===== config.mk =====
export PLATFORM = sky130hd
export DESIGN_NAME = rmq_queue
export DESIGN_NICKNAME = d
export VERILOG_FILES = /design/src/rtl/core/rmq_pkg.sv /design/src/rtl/core/rmq_queue.sv
export SDC_FILE = /design/constraint.sdc
export NUM_CORES = 1
export LEC_CHECK = 0
export ABC_AREA = 1
export BUFFER_PORTS_ARGS = -buffer_cell sky130_fd_sc_hd__buf_2
export CAP_MARGIN = 10
export CORE_MARGIN = 5
export CORE_UTILIZATION = 45
export CTS_CLUSTER_DIAMETER = 100
export DETAILED_ROUTE_END_ITERATION = 16
export GPL_ROUTABILITY_DRIVEN = 0
export PLACE_DENSITY = 0.63
export SETUP_SLACK_MARGIN = 0.1
export SLEW_MARGIN = 40
export SYNTH_ARGS = -nofsm -noshare
export SYNTH_HDL_FRONTEND = slang
export SYNTH_SLANG_ARGS = --single-unit
export TNS_END_PERCENT = 1

===== constraint.sdc =====
create_clock -name i_clk -period 9.4 [get_ports i_clk]
set_clock_uncertainty 0.2 [all_clocks]
set_input_delay 1.41 -clock i_clk [delete_from_list [all_inputs] [get_ports i_clk]]
set_output_delay 1.41 -clock i_clk [all_outputs]
set_load 0.005 [all_outputs]

===== src/rtl/core/rmq_pkg.sv =====
// Shared types and constants for the rotation-matrix-to-quaternion core.
// Used by rmq_front, rmq_queue, rmq_back and the top level; no dependencies.
package rmq_pkg;

    localparam int Q_W    = 16;  // Q2.14 field width
    localparam int RAD_W  = 18;  // radicand, Q.14, always 16384..114687
    localparam int RAD_SH = 30;  // radicand is scaled by 2^30 before the root
    localparam int NM_W   = 17;  // magnitude of an off-diagonal sum/difference
    localparam int R1_W   = 24;  // first root, s/2 in Q.22
    localparam int C_W    = 25;  // component magnitude, Q.22 scaled by 2
    localparam int DV1_W  = NM_W + RAD_SH;
    localparam int L2_W   = 52;  // squared length, padded to an even width
    localparam int L_W    = L2_W / 2;
    localparam int NRM_SH = 14;
    localparam int QN_W   = 15;  // normalized magnitude, at most 16384
    localparam int DV2_W  = 1 + C_W + NRM_SH;
    localparam int ONE_Q14 = 16384;

    typedef enum logic [1:0] {
        BR_TRACE,
        BR_X,
        BR_Y,
        BR_Z
    } t_branch;

    typedef struct packed {
        logic signed [Q_W-1:0] right_x;
        logic signed [Q_W-1:0] right_y;
        logic signed [Q_W-1:0] right_z;
        logic signed [Q_W-1:0] up_x;
        logic signed [Q_W-1:0] up_y;
        logic signed [Q_W-1:0] up_z;
        logic signed [Q_W-1:0] fwd_x;
        logic signed [Q_W-1:0] fwd_y;
        logic signed [Q_W-1:0] fwd_z;
    } t_in_item;

    typedef struct packed {
        logic signed [Q_W-1:0] quat_x;
        logic signed [Q_W-1:0] quat_y;
        logic signed [Q_W-1:0] quat_z;
        logic signed [Q_W-1:0] quat_w;
        logic                  degenerate;
    } t_out_item;

    // classified item: radicand, three off-diagonal magnitudes and signs
    typedef struct packed {
        logic [RAD_W-1:0]        rad;
        logic [2:0][NM_W-1:0]    nm;
        logic [2:0]              ns;
        t_branch                 sel;
    } t_cls;

    typedef struct packed {
        logic [R1_W+1:0]         rem;
        logic [R1_W-1:0]         root;
        logic [RAD_W-1:0]        rad;
        logic [2:0][NM_W-1:0]    nm;
        logic [2:0]              ns;
        t_branch                 sel;
    } t_s1;

    typedef struct packed {
        logic [2:0][DV1_W-1:0]   rem;
        logic [2:0][C_W-1:0]     q;
        logic [R1_W-1:0]         r;
        logic [2:0]              ns;
        t_branch                 sel;
    } t_d1;

    typedef struct packed {
        logic [3:0][C_W-1:0]     c;
        logic [3:0]              cs;
        logic [3:0][2*C_W-1:0]   sq;
    } t_as;

    typedef struct packed {
        logic [3:0][C_W-1:0]     c;
        logic [3:0]              cs;
        logic [L2_W-1:0]         len2;
    } t_sm;

    typedef struct packed {
        logic [L_W+1:0]          rem;
        logic [L_W-1:0]          root;
        logic [L2_W-1:0]         len2;
        logic [3:0][C_W-1:0]     c;
        logic [3:0]              cs;
    } t_s2;

    typedef struct packed {
        logic [3:0][DV2_W-1:0]   rem;
        logic [3:0][QN_W-1:0]    q;
        logic [L_W-1:0]          len;
        logic [3:0]              cs;
    } t_d2;

endpackage


===== src/rtl/core/rmq_queue.sv =====
// Short queue of classified items between front and back end.
// Depends on rmq_pkg for the entry type.
module rmq_queue
    import rmq_pkg::*;
#(
    parameter int DEPTH = 4
) (
    input  logic i_clk,
    input  logic i_rst_n,
    input  logic i_push,
    input  t_cls i_data,
    output logic o_full,
    input  logic i_pop,
    output t_cls o_data,
    output logic o_empty
);

    localparam int PW = $clog2(DEPTH);
    localparam int CW = $clog2(DEPTH + 1);

    t_cls          r_mem [DEPTH];
    logic [PW-1:0] r_wr;
    logic [PW-1:0] r_rd;
    logic [CW-1:0] r_cnt;
    logic          w_push;
    logic          w_pop;

    assign o_full  = (r_cnt == CW'(DEPTH));
    assign o_empty = (r_cnt == '0);
    assign o_data  = r_mem[r_rd];
    assign w_push  = i_push && !o_full;
    assign w_pop   = i_pop && !o_empty;

    always_ff @(posedge i_clk) begin
        if (!i_rst_n) begin
            r_wr  <= '0;
            r_rd  <= '0;
            r_cnt <= '0;
        end else begin
            if (w_push) begin
                r_wr <= (r_wr == PW'(DEPTH - 1)) ? '0 : r_wr + 1'b1;
            end
            if (w_pop) begin
                r_rd <= (r_rd == PW'(DEPTH - 1)) ? '0 : r_rd + 1'b1;
            end
            if (w_push && !w_pop) begin
                r_cnt <= r_cnt + 1'b1;
            end else if (w_pop && !w_push) begin
                r_cnt <= r_cnt - 1'b1;
            end
        end
    end

    always_ff @(posedge i_clk) begin
        if (w_push) begin
            r_mem[r_wr] <= i_data;
        end
    end

endmodule


# --- Word level (Yosys, flattened, before mapping) ---
# Memories as Yosys holds them, arrays and structs flattened. A register that Yosys moved wholly into a read port is not among the register bits.
# Cells that the tools add are included.
classes:
  n_eq_ne: 3
  reduce_logical: 10
  muxes: 8
  addsub: 4
op_table:
  columns: ["op", "count"]
  rows:
  - ["$mux 2", 4]
  - ["$mux 3", 2]
  - ["$add 2x1->2 const B", 2]
  - ["$eq 2x2->1 const B", 2]
  - ["$logic_and 1x1->1", 4]
  - ["$logic_not 1->1", 4]
  - ["$add 3x1->3 const B", 1]
  - ["$eq 3x3->1 const B", 1]
  - ["$logic_not 3->1", 1]
  - ["$sub 3x1->3 const B", 1]
  - ["$mux 1", 2]
  - ["$reduce_bool 2->1", 1]
totals:
  in_bits: 78
  regBits: 7
  elab_cells: 29
  ram_bits: 296
  n_memories: 1
memory_table:
  columns: ["memory", "depth", "width", "rd", "rd_clocked_by_memory_dff", "wr", "line", "text"]
  rows:
  - ["r_mem", 4, 74, 1, 1, 1, "rmq_queue.sv:21", "t_cls r_mem [DEPTH];"]

# --- Logic depth before layout (Yosys ltp) ---
# Gate-level depths: netlist (run 1).
logic_depth:
  depth_word: 7
  mapped_depth: 13

# --- Least setup slack after synthesis (run 1) ---
# Ideal clock, no wire load.
synth_timing:
  path_kind: "input -> register"
  start: "input port i_push"
  end: "memory r_mem[0][0] (netlist bit) (enable)"
  cell_stages: 2
  path_slack_ns: 4.081
  path_buffers: 0
  arrival_time_ns: 4.612
  path_cell_list: "nand2_1 > nor2_1"
synth_between:
  elab_chain_len: 3
synth_lines:
  columns: ["item", "line", "text"]
  rows:
  - ["start, declared", "rmq_queue.sv:10", "input logic i_push,"]
  - ["$logic_and 1x1->1", "rmq_queue.sv:31", "assign w_push = i_push && !o_full;"]
  - ["$mux 1", "rmq_queue.sv:55", "if (w_push) begin"]
  - ["$mux 1 (implied by the code)", "rmq_queue.sv:56", "r_mem[r_wr] <= i_data;"]
  - ["end, declared", "rmq_queue.sv:21", null]
# Every way passes these cells.

==> impl_metrics.yaml, run 1 <==
clock_network:
  cts_buffer_depth: 3
  clkLatencyLatePin_ns: 0.51
  clk_pin_slew_ns: 0.06
  cts-resized-gates: 0
  post_cts_buffers: 0
  hold_buffers: 0
  htreeDepth: 2
  cts_tree: "yes"
  tritoncts.num_buffers: 34
  cts-root-buf: "clkbuf_16"
  clock-sinks: 305
worst_setup_path:
  critPathRequiredTime_ns: 7.79
  reg2reg_depth: 5
  start_kind: "flop"
  critPathCaptureType: "primary output"
  crit_arrival_ns: 2.76
  critPathKind: "flop to primary output"
  critPathMaxFanout: 75
placed_design:
  postPlaceCellArea_mm2: 0.0125
  post-dp-hpwl_um: 13600
  place.port_buffers: 153
  place_ws_ns: 5.08
  dp.cells: 1233
drt:
  routed_wl_um: 24700
  drc: 0
  num_vias: 6912
  viasPerCell: 5.35
  wl_per_cell_um: 19.1
  final_antenna_net_count: 0
  first_iter_violations: 573
  first_pass_iters: 5
die:
  ios: 154
  initial_utilization_pct: 45.7
  fp.dieW_um: 170
  die_h_um: 170
  core_area_mm2: 0.0251
  fp-row-count: 58
  die_area_mm2: 0.0288
global_route:
  overflow: 0
  grt_max_degree: 85
  grt_pass1_vias: 6820
  grt_antenna_before_repair: 4
  grt_usage_pct: 16.6
  grt_pass1_wl_um: 37400
timing:
  layout_min_cycle_time_ns: 4.37
  hold_viol_final: 0
  rsz0062_at_grt: "no"
  max_slew_margin_pct: 43.6
  worst_slew_pin_slew_ns: 0.845
  setup_viol: 0
  finalCritPeriodShare_pct: 46.5
  setup_tns_ns: 0
  setup_slack_ns: 5.03
  slew_violations: 0
  max_freq_mhz: 229
power:
  comb_power_share_pct: 24.2
  p_sw_share_pct: 30.0
  peakVddDrop_v: 0.000143
  pwr_density_cell_mw_per_mm2: 281
  p_int_uw: 2660
  p_leak_uw: 0.00476
  net-switching-power_uw: 1140
  pwr-share-seq_pct: 44.8
  pwr-share-clk_pct: 31.0
hold_path:
  min_path_type: "flop to flop"
  holdPathStages: 2
logic_synthesis:
  synth_seq_cells: 305
  yosysTopAreaCell: "edfxtp_1"
  synth.net_count: 873
  avgSynthCellArea_um2: 14.5
  yosysUniqueCellTypes: 20
  synthCells: 788
  ys_seq_area_share_pct: 79.1
  synth_top_area_share_pct: 77.5
  synth.area.top_cells: "edfxtp_1 78%, nor2_1 5.3%, o21ai_0 4.2%, o22ai_1 4.0%, o21ai_1 2.4%"
  yosysWarningCount: 0
  synth_area_mm2: 0.0115
layout:
  fin_nets: 1025
  fin_area_mm2: 0.0135
  post-route-util_pct: 53.8
  final_common_cell: "edfxtp_1"
  finalNonFillerCells: 1293
  mostFrequentLayoutCells: "296 x edfxtp_1, 159 x nor2_1, 153 x buf_2"
  drive_gt1_share_pct: 22.8
  area_growth_syn_to_layout_pct: 17.9
run:
  max-cap-violations: 0
run_status:
  outcome: "finished clean"
-- flip-flops by register name, summed over array words and instances (netlist names), named ones only --
signal	flops
r_mem	296
r_cnt	3
r_rd	2
r_wr	2
-- worst paths after layout --
kind,to,slack (ns),startpoint
max,o_data[20],5.03,flop
min,r_cnt[0]$_SDFFE_PN0P_,0.31,r_cnt[0]$_SDFFE_PN0P_
max reg2reg,r_mem[0][10]$_DFFE_PP_,6.66,r_cnt[1]$_SDFFE_PN0P_
min reg2reg,r_cnt[0]$_SDFFE_PN0P_,0.31,r_cnt[0]$_SDFFE_PN0P_
-- per-stage QoR --
step / hold WS, ns / power [uW]
after global routing: 0.352 / 4020
after CTS: 0.314 / 3850
after detailed placement: 0.304 / 2670
after floorplan: 0.280 / 2300
final: 0.314 / 3800
after global placement: 0.295 / 2640
-- per-layer routing --
metal	part of all wire, %	wire, um	vias up	GRT usage (%)
li1	-	-	3255	-
met5	0.27	67	-	0
met3	5.6	1390	47	3.91
met2	48	11800	170	27.1
met4	1.7	431	8	4.31
met1	45	11000	3432	22.8
-- kinds of logic after synthesis --
family / count (synthesis) / share of synthesized area (%)
DFF: 305 / 79.1
buffers and inverters: 67 / 3.31
AOI/OAI and AO/OA: 227 / 10.7
and+or+nand+nor: 182 / 6.04
adders and majority gates: 7 / 0.830
-- power groups by stage --
stage / clock network [uW] / logic [uW] / registers [uW]
6_report: 1180 / 920 / 1700
3_3_place_gp: 0 / 890 / 1750
4_1_cts: 1210 / 914 / 1730
2_1_floorplan: 0 / 567 / 1730
3_5_place_dp: 0 / 911 / 1750
5_1_grt: 1270 / 1040 / 1720
-- cell usage after synthesis, drive strengths merged --
| library cell | count |
|---|---|
| o22ai | 74 |
| a21oi | 3 |
| edfxtp | 296 |
| dfxtp | 9 |
| nand4 | 1 |
| nand3 | 2 |
| nand2 | 15 |
| fa | 1 |
| nand3b | 1 |
| inv | 19 |
| o21ai | 150 |
| ha | 6 |
| clkbuf | 22 |
| buf | 26 |
| nor2 | 163 |
-- cell type report --
class / count / area (um2)
well taps: 330 / 413
clock buffers: 39 / 891
repair buffers: 164 / 907
fillers: 2177 / 11600
diodes: 1 / 2.50
multi-input cells: 416 / 2050
inverters: 19 / 73.8
flip-flops and latches: 305 / 9070
clock inverters: 19 / 106
-- critical path: stages, from the launching register on --
cell and delay [ns]:
dfxtp_2 0.31, buf_6 0.25, inv_2 0.54, buf_4 0.53, o21ai_1 0.13, o22ai_1 0.24, buf_2 0.17
No activity file was read; power rests on OpenSTA's default activity.
==> run 2, diff against run 1 <==
Clock period 9.4 ns to 4.6 ns, I/O delays scaled along.
==> impl_metrics.yaml, run 2 (synthesized netlist as in run 1, its figures left out) <==
timing:
  rsz0062_at_grt: "no"
  max_slew_margin_pct: 48.3
  setup_slack_ns: 1.10
  setup_viol: 0
  hold_viol_final: 0
  layout_min_cycle_time_ns: 3.50
  finalCritPeriodShare_pct: 76.1
  max_freq_mhz: 286
  worst_slew_pin_slew_ns: 0.776
  slew_violations: 0
  setup_tns_ns: 0
drt:
  wl_met1_um: 10500
  drc: 0
  wl_met2_um: 11400
  first_iter_violations: 570
  met3_length_um: 1860
  first_pass_iters: 5
  viasPerCell: 5.32
  num_vias: 6877
  top_layer: "met5"
  final_antenna_net_count: 0
  wl_per_cell_um: 18.8
  routed_wl_um: 24300
global_route:
  grt_pass1_wl_um: 37600
  overflow: 0
  grt_max_degree: 103
  grt_pass1_vias: 6745
  grt_antenna_before_repair: 5
  grt_usage_pct: 16.7
worst_setup_path:
  critPathCaptureType: "primary output"
  max_stage_delay_ns: 0.68
  path_cells: "buf_6 > o21ai_0 > o22ai_1 > buf_2"
  critical_path.slowest_cell: "dfxtp_4"
  critPathKind: "flop to primary output"
  rrSetupSlack_ns: 2.00
  start_kind: "flop"
  critPathMaxFanout: 102
  crit_arrival_ns: 2.61
  critPathRequiredTime_ns: 3.71
clock_network:
  clkLatencyLatePin_ns: 0.54
  cts-resized-gates: 0
  tritoncts.num_buffers: 30
  clock-sinks: 305
  cts_tree: "yes"
  hold_buffers: 0
  cts_buffer_depth: 3
  post_cts_buffers: 0
  clk_pin_slew_ns: 0.06
  htreeDepth: 1
  cts-root-buf: "clkbuf_16"
layout:
  drive_gt1_share_pct: 22.7
  area_growth_syn_to_layout_pct: 17.4
  mostFrequentLayoutCells: "296 x edfxtp_1, 159 x nor2_1, 153 x buf_2"
  reg_top3: "r_mem (296), r_cnt (3)"
  largest_reg_flops: 296
  fin_nets: 1021
  final_common_cell: "edfxtp_1"
  largest-register: "r_mem"
  nFillCells: 2098
  fin_area_mm2: 0.0135
power:
  p_leak_uw: 0.00473
  pwr_density_cell_mw_per_mm2: 573
  peakVddDrop_v: 0.000368
run_status:
  outcome: "finished clean"
die:
  core_area_mm2: 0.0251
  initial_utilization_pct: 45.7
  fp.dieW_um: 170
  fp-row-count: 58
  ios: 154
  die_area_mm2: 0.0288
  die_h_um: 170
placed_design:
  postPlaceCellArea_mm2: 0.0125
  place_ws_ns: 1.55
  post-dp-hpwl_um: 13200
  place.port_buffers: 153
hold_path:
  min_path_type: "input pin to flop"
run:
  max-cap-violations: 0
[run 2: layer usage]
metal | vias up | GRT usage, %
met5 | - | 0
met4 | 4 | 5.15
met3 | 41 | 3.42
met2 | 236 | 27.0
met1 | 3337 | 23.0
li1 | 3259 | -
[run 2: worst paths after layout]
| kind | cells after the start | from | end |
|---|---|---|---|
| max | 4 | flop | o_data[56] |
| min | 1 | i_data[8] | r_mem[1][8]$_DFFE_PP_ |
| max reg2reg | 5 | r_cnt[1]$_SDFFE_PN0P_ | r_mem[0][9]$_DFFE_PP_ |
| min reg2reg | 2 | r_cnt[0]$_SDFFE_PN0P_ | r_cnt[0]$_SDFFE_PN0P_ |
[run 2: through the flow]
| step | hold slack (ns) | utilization (%) | total power, uW | cells |
|---|---|---|---|---|
| floorplan | 0.280 | - | 4690 | 788 |
| global placement | 0.299 | 49.7 | 5430 | 1234 |
| detailed placement | 0.302 | 49.7 | 5450 | 1234 |
| CTS | 0.132 | 53.6 | 7810 | 1290 |
| global route | 0.133 | 53.6 | 8190 | 1292 |
| finish | 0.159 | 53.6 | 7710 | 1293 |
[run 2: area by class of cell]
type                            instances  area [um2]  area share, %
Sequential cell                       305        9070           67.4
Timing Repair Buffer                  164         881           6.54
Inverter                               19        76.3          0.567
Clock inverter                         15         130          0.967
Multi-Input combinational cell        416        2050           15.2
Clock buffer                           41         833           6.19
Antenna cell                            3        7.51         0.0558
Tap cell                              330         413           3.07
[run 2: worst max-delay path, delay by kind of cell (launching register included)]
family	cells	cell delay, ns
AOI/OAI and AO/OA	2	0.49
buffers and inverters	2	0.77
DFF	1	0.68
[run 2: report_power, final]
part / internal, uW / switching, uW / total (uW)
sequential: 3390 / 111 / 3500
clock: 1380 / 981 / 2360
combinational: 655 / 1200 / 1850
total: 5420 / 2290 / 7710
